--- src/rtl/decimal_price_parser_macros.svh ---
// Assertion macros used by the price parser top level.
`ifndef DECIMAL_PRICE_PARSER_MACROS_SVH
`define DECIMAL_PRICE_PARSER_MACROS_SVH

// Same-cycle implication, sampled on clk, off during reset.
`define DPP_ASSERT_IMPL(label, ante, cons, msg) \
    label: assert property (@(posedge clk) disable iff (!rst_n) (ante) |-> (cons)) \
        else $error(msg);

// Next-cycle implication, sampled on clk, off during reset.
`define DPP_ASSERT_NEXT(label, ante, cons, msg) \
    label: assert property (@(posedge clk) disable iff (!rst_n) (ante) |=> (cons)) \
        else $error(msg);

`endif

--- src/rtl/dpp_pkg.sv ---
// Types, constants and helper functions for the decimal price parser.
`default_nettype none

package dpp_pkg;

    localparam int FRAC_PLACES = 6;

    function automatic logic [63:0] pow10(input int n);
        logic [63:0] p;
        p = 64'd1;
        for (int i = 0; i < n; i++)
        begin
            p = p * 64'd10;
        end
        return p;
    endfunction

    localparam logic [63:0] SCALE = pow10(FRAC_PLACES);
    localparam int FRAC_W = $clog2(SCALE);
    localparam int CNT_W  = $clog2(FRAC_PLACES + 1);

    localparam logic [7:0] CH_ZERO  = 8'h30;
    localparam logic [7:0] CH_NINE  = 8'h39;
    localparam logic [7:0] CH_DOT   = 8'h2e;
    localparam logic [7:0] CH_PLUS  = 8'h2b;
    localparam logic [7:0] CH_MINUS = 8'h2d;

    typedef enum logic [1:0] {
        PH_START = 2'd0,
        PH_WHOLE = 2'd1,
        PH_FRAC  = 2'd2
    } phase_t;

    typedef enum logic [2:0] {
        ST_OK        = 3'd0,
        ST_NEG_EMPTY = 3'd1,
        ST_NO_DIGITS = 3'd2,
        ST_BAD_WHOLE = 3'd3,
        ST_NO_WHOLE  = 3'd4,
        ST_BAD_FRAC  = 3'd5,
        ST_OVERFLOW  = 3'd6
    } status_t;

    typedef struct packed {
        logic [7:0] character;
        logic       last_char;
        logic       empty_marker;
    } in_item_t;

    typedef struct packed {
        logic [63:0] price_micro;
        logic [2:0]  status;
    } out_item_t;

    // Place value of the next fraction digit, already padded to full width.
    function automatic logic [FRAC_W-1:0] frac_weight(input logic [CNT_W-1:0] cnt);
        logic [FRAC_W-1:0] w;
        w = '0;
        for (int i = 0; i < FRAC_PLACES; i++)
        begin
            if (cnt == CNT_W'(i))
            begin
                w = FRAC_W'(pow10(FRAC_PLACES - 1 - i));
            end
        end
        return w;
    endfunction

endpackage

`default_nettype wire

--- src/rtl/dpp_core.sv ---
// Parser state and per-character update; forms the result on the last character.
`default_nettype none

module dpp_core import dpp_pkg::*;
(
    input  wire logic      clk,
    input  wire logic      rst_n,
    input  wire logic      take,
    input  wire in_item_t  item,
    output logic           res_valid,
    output out_item_t      res
);

    phase_t              phase_reg, phase_next;
    status_t             err_reg, err_next;
    logic [63:0]         whole_reg, whole_next;
    logic                seen_reg, seen_next;
    logic [63:0]         total_reg, total_next;
    logic                tovf_reg, tovf_next;
    logic [CNT_W-1:0]    cnt_reg, cnt_next;

    // Per-character datapath
    logic                is_digit;
    logic [3:0]          digit;
    logic                whole_path;
    logic [67:0]         whole_mul;
    logic                whole_ovf;
    logic [63:0]         digit_scaled;
    logic [67:0]         total_mul;
    logic [FRAC_W-1:0]   frac_term;
    logic [64:0]         total_add;

    // Values the string reaches with this item, before the end-of-string clear
    phase_t              phase_upd;
    status_t             err_upd;
    logic [63:0]         whole_upd;
    logic                seen_upd;
    logic [63:0]         total_upd;
    logic                tovf_upd;
    logic [CNT_W-1:0]    cnt_upd;

    assign is_digit  = (item.character >= CH_ZERO) && (item.character <= CH_NINE);
    assign digit     = item.character[3:0];
    assign whole_mul = ({4'b0, whole_reg} << 3) + ({4'b0, whole_reg} << 1) + 68'(digit);
    assign whole_ovf = |whole_mul[67:64];

    // Whole digits shift the scaled total by ten and add the digit at full scale
    assign digit_scaled = 64'(digit) * SCALE;
    assign total_mul = ({4'b0, total_reg} << 3) + ({4'b0, total_reg} << 1)
                       + {4'b0, digit_scaled};

    // Fraction digits add in at their padded place value
    assign frac_term = FRAC_W'({{(FRAC_W-4){1'b0}}, digit} * frac_weight(cnt_reg));
    assign total_add = {1'b0, total_reg} + 65'(frac_term);

    assign whole_path = !item.empty_marker && (err_reg == ST_OK) &&
                        (((phase_reg == PH_START) && (item.character != CH_MINUS) &&
                          (item.character != CH_PLUS)) || (phase_reg == PH_WHOLE));

    // Next state
    always_comb
    begin
        phase_upd = phase_reg;
        err_upd   = err_reg;
        whole_upd = whole_reg;
        seen_upd  = seen_reg;
        total_upd = total_reg;
        tovf_upd  = tovf_reg;
        cnt_upd   = cnt_reg;

        if (item.empty_marker)
        begin
            if ((phase_reg == PH_START) && (err_reg == ST_OK))
            begin
                err_upd = ST_NEG_EMPTY;
            end
        end
        else if (err_reg == ST_OK)
        begin
            case (phase_reg)
                PH_START:
                begin
                    phase_upd = PH_WHOLE;
                    if (item.character == CH_MINUS)
                    begin
                        err_upd = ST_NEG_EMPTY;
                    end
                end
                PH_FRAC:
                begin
                    if (!is_digit || (cnt_reg >= CNT_W'(FRAC_PLACES)))
                    begin
                        err_upd = ST_BAD_FRAC;
                    end
                    else
                    begin
                        total_upd = total_add[63:0];
                        tovf_upd  = tovf_reg | total_add[64];
                        cnt_upd   = cnt_reg + CNT_W'(1);
                    end
                end
                default:
                begin
                end
            endcase

            if (whole_path)
            begin
                if (item.character == CH_DOT)
                begin
                    if (!seen_reg)
                    begin
                        err_upd = ST_NO_WHOLE;
                    end
                    else
                    begin
                        phase_upd = PH_FRAC;
                    end
                end
                else if (!is_digit)
                begin
                    err_upd = ST_BAD_WHOLE;
                end
                else if (whole_ovf)
                begin
                    err_upd = ST_OVERFLOW;
                end
                else
                begin
                    whole_upd = whole_mul[63:0];
                    seen_upd  = 1'b1;
                    total_upd = total_mul[63:0];
                    tovf_upd  = tovf_reg | (|total_mul[67:64]);
                end
            end
        end

        phase_next = phase_reg;
        err_next   = err_reg;
        whole_next = whole_reg;
        seen_next  = seen_reg;
        total_next = total_reg;
        tovf_next  = tovf_reg;
        cnt_next   = cnt_reg;

        if (take)
        begin
            if (item.last_char)
            begin
                phase_next = PH_START;
                err_next   = ST_OK;
                whole_next = '0;
                seen_next  = 1'b0;
                total_next = '0;
                tovf_next  = 1'b0;
                cnt_next   = '0;
            end
            else
            begin
                phase_next = phase_upd;
                err_next   = err_upd;
                whole_next = whole_upd;
                seen_next  = seen_upd;
                total_next = total_upd;
                tovf_next  = tovf_upd;
                cnt_next   = cnt_upd;
            end
        end
    end

    // Result
    always_comb
    begin
        status_t st;
        st = err_upd;
        if (st == ST_OK)
        begin
            if (phase_upd == PH_START)
            begin
                st = ST_NEG_EMPTY;
            end
            else if ((phase_upd == PH_WHOLE) && !seen_upd)
            begin
                st = ST_NO_DIGITS;
            end
            else if (tovf_upd)
            begin
                st = ST_OVERFLOW;
            end
        end
        res_valid       = take && item.last_char;
        res.status      = st;
        res.price_micro = (st == ST_OK) ? total_upd : 64'd0;
    end

    always_ff @(posedge clk or negedge rst_n)
    begin
        if (!rst_n)
        begin
            phase_reg <= PH_START;
            err_reg   <= ST_OK;
            whole_reg <= '0;
            seen_reg  <= 1'b0;
            total_reg <= '0;
            tovf_reg  <= 1'b0;
            cnt_reg   <= '0;
        end
        else
        begin
            phase_reg <= phase_next;
            err_reg   <= err_next;
            whole_reg <= whole_next;
            seen_reg  <= seen_next;
            total_reg <= total_next;
            tovf_reg  <= tovf_next;
            cnt_reg   <= cnt_next;
        end
    end

endmodule

`default_nettype wire

--- src/rtl/decimal_price_parser.sv ---
// Top level of the decimal price parser: request handshakes and result buffering.
//
//  Channel | Direction | Handshake            | Payload
//  in      | input     | in_valid / in_ready  | in_data  (in_item_t)
//  out     | output    | out_valid / out_ready| out_data (out_item_t)
//
// One request per cycle while in_ready is high.
// The result of the last character is registered into the output slot,
// or into the skid slot while the output slot holds an older result.
// Two result slots; in_ready drops only while both hold unclaimed results.
// Reset returns the parser to the start of a string with no error.
`default_nettype none

module decimal_price_parser import dpp_pkg::*;
(
    input  wire logic       clk,
    input  wire logic       rst_n,
    input  wire logic       in_valid,
    output logic            in_ready,
    input  wire in_item_t   in_data,
    output logic            out_valid,
    input  wire logic       out_ready,
    output out_item_t       out_data
);

    `include "decimal_price_parser_macros.svh"

    logic       take;
    logic       res_valid;
    out_item_t  res;

    logic       out_valid_reg, out_valid_next;
    out_item_t  out_data_reg, out_data_next;
    logic       skid_valid_reg, skid_valid_next;
    out_item_t  skid_data_reg, skid_data_next;
    logic       out_free;
    logic       out_err;

    assign in_ready  = !skid_valid_reg;
    assign take      = in_valid && in_ready;
    assign out_valid = out_valid_reg;
    assign out_data  = out_data_reg;
    assign out_free  = !out_valid_reg || out_ready;
    assign out_err   = out_valid_reg && (out_data_reg.status != ST_OK);

    dpp_core u_core
    (
        .clk       (clk),
        .rst_n     (rst_n),
        .take      (take),
        .item      (in_data),
        .res_valid (res_valid),
        .res       (res)
    );

    // Keep order: the skid slot always drains into the output slot first
    always_comb
    begin
        out_valid_next  = out_valid_reg;
        out_data_next   = out_data_reg;
        skid_valid_next = skid_valid_reg;
        skid_data_next  = skid_data_reg;

        if (out_free)
        begin
            if (skid_valid_reg)
            begin
                out_valid_next  = 1'b1;
                out_data_next   = skid_data_reg;
                skid_valid_next = res_valid;
                skid_data_next  = res;
            end
            else
            begin
                out_valid_next = res_valid;
                out_data_next  = res;
            end
        end
        else if (res_valid)
        begin
            skid_valid_next = 1'b1;
            skid_data_next  = res;
        end
    end

    always_ff @(posedge clk or negedge rst_n)
    begin
        if (!rst_n)
        begin
            out_valid_reg  <= 1'b0;
            skid_valid_reg <= 1'b0;
        end
        else
        begin
            out_valid_reg  <= out_valid_next;
            skid_valid_reg <= skid_valid_next;
        end
    end

    always_ff @(posedge clk)
    begin
        out_data_reg  <= out_data_next;
        skid_data_reg <= skid_data_next;
    end

    `DPP_ASSERT_IMPL(a_skid_behind_out, skid_valid_reg, out_valid_reg, "skid full, output empty")
    `DPP_ASSERT_IMPL(a_error_zero_price, out_err, out_data_reg.price_micro == '0, "priced error")
    `DPP_ASSERT_NEXT(a_last_gives_result, res_valid, out_valid_reg, "result lost")

endmodule

`default_nettype wire

--- config.mk ---
export PLATFORM = sky130hd
export DESIGN_NAME = decimal_price_parser
export DESIGN_NICKNAME = d
export VERILOG_FILES = /design/src/rtl/dpp_pkg.sv /design/src/rtl/dpp_core.sv /design/src/rtl/decimal_price_parser.sv
export VERILOG_INCLUDE_DIRS = /design/src /design/src/rtl
export SDC_FILE = /design/constraint.sdc
export NUM_CORES = 1
export LEC_CHECK = 0
export BUFFER_PORTS_ARGS = -buffer_cell sky130_fd_sc_hd__buf_2
export CAP_MARGIN = 20
export CORE_MARGIN = 4
export CORE_UTILIZATION = 60
export CTS_CLUSTER_DIAMETER = 80
export DETAILED_ROUTE_END_ITERATION = 7
export GPL_ROUTABILITY_DRIVEN = 0
export PLACE_DENSITY = 0.83
export SYNTH_ARGS = -nofsm -noshare
export SYNTH_HDL_FRONTEND = slang
export SYNTH_HIERARCHICAL = 1
export SYNTH_SLANG_ARGS = --single-unit
export TNS_END_PERCENT = 20
--- constraint.sdc ---
create_clock -name clk -period 12.1 [get_ports clk]
set_input_delay 0 -clock clk [delete_from_list [all_inputs] [get_ports clk]]
set_output_delay 0 -clock clk [all_outputs]
set_load 0.05 [all_outputs]
==> results.yml, run 1 <==
clock_network:
  root_buffer: "clkbuf_16"
  ctsHoldBuffers: 3
  clk_path_buf_depth: 3
  clock_latency_ns: 0.60
  post_cts_buffers: 0
  cts_inserted_buffers: 31
  htreeDepth: 1
  cts.sinks: 274
  cts_resized: 0
  cts_tree: "done"
  path_clk_slew_ns: 0.07
sta:
  fin_worst_skew_ns: 0.0175
  worst_pin_slew_ns: 1.04
  final_hold_viol_count: 0
  fin_setup_tns_ns: 0
  min_period_over_period: 0.856
  min_period_ns: 10.35
  clock.fmax_mhz: 96.6
  rsz0062_at_grt: "no"
  slew_viol_final: 0
  final-setup-viol-count: 0
  max_slew_margin: 0.304
status:
  status: "finished with violations"
  failed_checks: "design-rule violations"
route:
  ant_nets: 0
  routedWlPerCell_um: 20.6
  via_count: 23645
  wl_um: 72300
  first_pass_iters: 8
  drc: 8
  via_per_inst: 6.74
  first_iter_violations: 3173
critical_path:
  max_stage_delay_ns: 0.82
  slowest_stage: "o2111ai_4"
  critPathMostFrequentCell: "a21o_1"
  worst_setup_path_start_kind: "flip-flop"
  crit_family: "compound AO/OA/AOI/OAI gates"
  worstPathRequired_ns: 12.44
  setup.worst_path.class: "flip-flop to flip-flop"
  cp.arrival_ns: 10.69
  path_max_fanout: 34
  worst-path-buf-inv: 3
  worst_setup_path_end_kind: "flip-flop"
yosys:
  synth_edf_count: 134
  yosysMostFrequentCell: "ha_1"
  yosys-top-cells-area: "edfxtp_1 (15%), ha_1 (15%), dfrtp_1 (13%), a21oi_1 (4.5%), mux2_4 (3.8%)"
  syn-num-nets: 3265
  avgSynthCellArea_um2: 9.00
  synth-main-ff-cell: "dfrtp_1"
  synthTopCellsByCount: "ha_1 (306), nand2_1 (251), a21oi_1 (234)"
  syn_area_um2: 26100
  synth_seq_cells: 274
  seq_area_frac_synth: 0.289
  ys_async_sr_fraction: 0.511
  synth_cells: 2900
  yosysTopAreaCell: "edfxtp_1"
  synth.distinct_cells: 96
  ys_warn_count: 6
  synth_top_area_frac: 0.154
place:
  portBuffers: 82
  dp_hpwl_um: 53400
  place_area_um2: 26700
flow_run:
  cap_violations: 0
global_routing:
  antenna_found_initial: 0
  globalRouteOverflowTotal: 0
  grt_pass1_vias: 22794
  grt_pass1_wl_um: 116000
  track_usage: 0.294
  grt_max_degree: 85
power:
  vdd_drop_max_uv: 161
  powerDensity_nw_per_um2: 144
  finalPower_uw: 4010
  p_leak_uw: 0.0126
floorplanning:
  core-area_um2: 43100
  dieWidth_um: 217
  die_h_um: 217
  start_util: 0.606
  rows: 76
  io_pins: 83
  dieArea_um2: 46900
layout:
  syn2layout_area_growth_pct: 6.47
  design_area_um2: 27800
  diodes: 0
  final_util: 0.645
  fin_nets: 3266
  drive_above_1_share: 0.0978
min_path:
  min_path_type: "input pin to flip-flop"
==> power breakdown <==
| group | total [µW] | internal [µW] | switching (µW) |
|---|---|---|---|
| clock | 980 | 572 | 408 |
| sequential | 1150 | 1070 | 78.6 |
| combinational | 1880 | 671 | 1210 |
| total | 4010 | 2310 | 1700 |
==> final timing paths <==
check | from | to | slack, ns | cells after the start
min in group asynchronous | rst_n | u_core/whole_reg[13] | 0.07 | 2
worst min-delay path | in_data[1] | u_core/total_reg[22] | 0.04 | 3
worst min register to register | u_core/whole_reg[44] | u_core/whole_reg[44] | 0.52 | 2
max in group asynchronous | rst_n | skid_valid_reg | 10.58 | 3
worst max-delay path | u_core/cnt_reg[1] | out_data[34] | 1.75 | 33
worst max register to register | u_core/cnt_reg[1] | out_data[34] | 1.75 | 33
==> metrics by stage <==
step	cells	setup WS, ns	hold WS (ns)
after floorplan	2900	3.91	-0.296
after global placement	3448	2.48	0.145
after detailed placement	3448	2.00	0.146
after CTS	3507	1.93	0.00389
after global routing	3509	1.30	0.0421
final	3509	1.75	0.0437
==> cells in the final DEF (no fill, tap or decap), types with 23 or more instances in the layout <==
cell	n
a211oi_1	23
o21bai_1	34
xor2_1	72
o21a_1	26
a21o_1	77
nand4_1	42
nand2b_1	27
o21ai_0	193
xnor2_1	80
nand2_1	250
nand3_1	74
and3_1	44
a31oi_1	29
buf_2	81
ha_1	306
clkbuf_16	31
o22ai_1	49
nor2_1	213
a21oi_1	234
nor3_1	55
o2bb2ai_1	24
edfxtp_1	134
a22oi_1	24
and2_1	37
dfrtp_1	139
fa_1	45
inv_1	161
mux2_4	66
==> cell families after synthesis <==
group	after synthesis	synth area share
buffers and inverters	299	0.0508
multiplexers	71	0.0400
XOR/XNOR	152	0.0510
flip-flops	274	0.289
AO/OA/AOI/OAI	907	0.231
adder cells (fa/ha/maj)	353	0.182
AND/OR/NAND/NOR	844	0.156
==> layout make-up <==
type	count	area, µm²
multi-input combinational	2327	17300
fill	3476	15300
sequential	274	7530
clock buffer	41	873
tap	585	732
inverter	162	608
timing repair buffer	105	607
clock inverter	15	173
==> metal layers <==
metal | wire length [µm] | up-vias | track usage | part of all wire
met5 | 0 | - | 0 | 0
met2 | 32100 | 1447 | 0.463 | 0.44
met1 | 29300 | 11206 | 0.408 | 0.41
met4 | 2950 | 0 | 0.103 | 0.041
met3 | 7930 | 251 | 0.0551 | 0.11
li1 | - | 10741 | - | -
==> tightest hold or removal path: cells and delay by family <==
| family | cells | cell delay [ns] |
|---|---|---|
| compound gates | 1 | 0.18 |
| buf+inv | 2 | 0.40 |
No activity file was read; power rests on OpenSTA's default activity.
==> inputs of run 2 (changes only) <==
PLACE_DENSITY = 0.77   (was 0.83)
==> run 2 against run 1 <==
Against the previous run: combinational power is essentially flat; via count fell by 1.7%; worst hold slack worse by 0.022 ns; the flow now finishes without violations; largest power group unchanged; non-clock buffer count did not move; clock-buffer cell count grew 2.
==> results.yml, run 2 (synthesized netlist as in run 1, its figures left out) <==
clock_network:
  path_clk_slew_ns: 0.06
  root_buffer: "clkbuf_16"
  cts_resized: 0
  clock_latency_ns: 0.60
  cts_inserted_buffers: 31
  ctsHoldBuffers: 3
  post_cts_buffers: 0
  cts_tree: "done"
  clk_path_buf_depth: 3
  cts.sinks: 274
  htreeDepth: 1
global_routing:
  antenna_found_initial: 0
  use_met2: 0.460
  top_usage_layer: "met2"
  globalRouteOverflowTotal: 0
  track_usage: 0.294
  grt_pass1_vias: 22401
  use_met3: 0.0616
  grt_max_degree: 78
  grt_util_met1: 0.411
  grt_pass1_wl_um: 115000
power:
  p_sw_frac: 0.422
  p_sw_uw: 1680
  clkPwrFrac: 0.239
  p_leak_uw: 0.0126
  vdd_drop_max_uv: 123
  power_frac_comb: 0.473
  p_int_uw: 2300
  powerDensity_nw_per_um2: 144
  sequentialPowerShare: 0.288
status:
  status: "finished, final reports clean"
sta:
  worst_pin_slew_ns: 1.07
  min_period_over_period: 0.841
  max_slew_margin: 0.289
  clock.fmax_mhz: 98.3
  fin_worst_skew_ns: 0.0144
  rsz0062_at_grt: "no"
  slew_viol_final: 0
  min_period_ns: 10.17
  fin_ws_ns: 1.93
  fin_setup_tns_ns: 0
  final_hold_viol_count: 0
  final-setup-viol-count: 0
layout:
  finalNonFillerCells: 3509
  mostFrequentLayoutCells: "ha_1 (306), nand2_1 (250), a21oi_1 (234)"
  fin_nets: 3266
  syn2layout_area_growth_pct: 6.39
  final_util: 0.644
  drive_above_1_share: 0.0971
  layout_commonest_cell: "ha_1"
  diodes: 0
critical_path:
  worstPathRequired_ns: 12.44
  critPathMostFrequentCell: "a21o_1"
  path_max_fanout: 37
  setup.worst_path.class: "flip-flop to flip-flop"
  max_stage_delay_ns: 0.75
  worst_setup_path_end_kind: "flip-flop"
  cp-startpoint: "u_core/cnt_reg[1]"
  worst-path-buf-inv: 3
  r2r-start: "u_core/cnt_reg[1]"
  crit_family: "compound AO/OA/AOI/OAI gates"
  slowest_stage: "o2111ai_4"
  cp.arrival_ns: 10.52
  worst_setup_path_start_kind: "flip-flop"
route:
  first_pass_iters: 7
  drc: 0
  ant_nets: 0
  wl_um: 71500
  routedWlPerCell_um: 20.4
  via_per_inst: 6.63
  first_iter_violations: 2837
  via_count: 23251
floorplanning:
  core-area_um2: 43100
  rows: 76
  io_pins: 83
  dieArea_um2: 46900
  start_util: 0.606
  die_h_um: 217
  dieWidth_um: 217
place:
  pre_cts_slack_ns: 2.16
  post-place-cells: 3449
  portBuffers: 82
  dp_hpwl_um: 53600
min_path:
  min_path_type: "input pin to asynchronous set/reset pin"
flow_run:
  cap_violations: 0
-- run 2: changes by cell type in the layout (fill, tap and decap cells not counted) --
cell      delta
clkbuf_2     -1
clkinv_4     +2
clkbuf_8     -2
inv_6        -3
buf_4        +1
clkinv_1     -2
clkinv_2     +1
clkbuf_1     +4
-- run 2: worst reg2reg max path, delay by kind of cell, from the launching register on --
| family | cells | cell delay [ns] |
|---|---|---|
| multiplexers | 1 | 0.32 |
| buffers and inverters | 3 | 0.71 |
| XOR/XNOR | 1 | 0.15 |
| AND/OR/NAND/NOR | 8 | 1.94 |
| AO/OA/AOI/OAI | 14 | 3.90 |
| flip-flops | 1 | 0.42 |
| adder cells (fa/ha/maj) | 6 | 2.51 |
-- run 2: cell type report --
class                           count  area (µm²)
Inverter                          162         608
Clock buffer                       43         861
Tap cell                          585         732
Timing Repair Buffer              105         609
Multi-Input combinational cell   2327       17300
Sequential cell                   274        7530
Clock inverter                     13         161
Fill cell                        3467       15300
-- run 2: final timing paths --
kind,to,slack [ns],cells past startpoint
min in group clk,u_core/err_reg[2],0.12,7
max in group asynchronous,u_core/total_reg[54],10.68,3
worst min register to register,u_core/whole_reg[26],0.52,2
worst max-delay path,out_data[21],1.93,33
worst max register to register,out_data[21],1.93,33
worst min-delay path,u_core/whole_reg[11],0.02,2
-- run 2: through the flow --
step | instance area (µm²) | total power [µW] | hold slack (ns)
final | 27800 | 3990 | 0.0217
after global routing | 27800 | 4220 | 0.0744
after CTS | 27700 | 3960 | 0.0428
after detailed placement | 26700 | 2990 | 0.109
after global placement | 26700 | 2920 | 0.102
after floorplan | 26100 | 2550 | -0.296
-- run 2: metal layers --
| layer | vias up | wire (µm) |
|---|---|---|
| met5 | - | 0 |
| met4 | 0 | 2530 |
| met3 | 218 | 7610 |
| met2 | 1311 | 31200 |
| met1 | 10993 | 30200 |
| li1 | 10729 | - |
-- run 2: power groups by stage --
stage / registers (µW) / logic (µW) / clock network [µW]
6_report: 1150 / 1890 / 952
5_1_grt: 1160 / 2050 / 1010
4_1_cts: 1150 / 1840 / 972
3_5_place_dp: 1160 / 1820 / 0
3_3_place_gp: 1160 / 1760 / 0
2_1_floorplan: 1260 / 1290 / 0
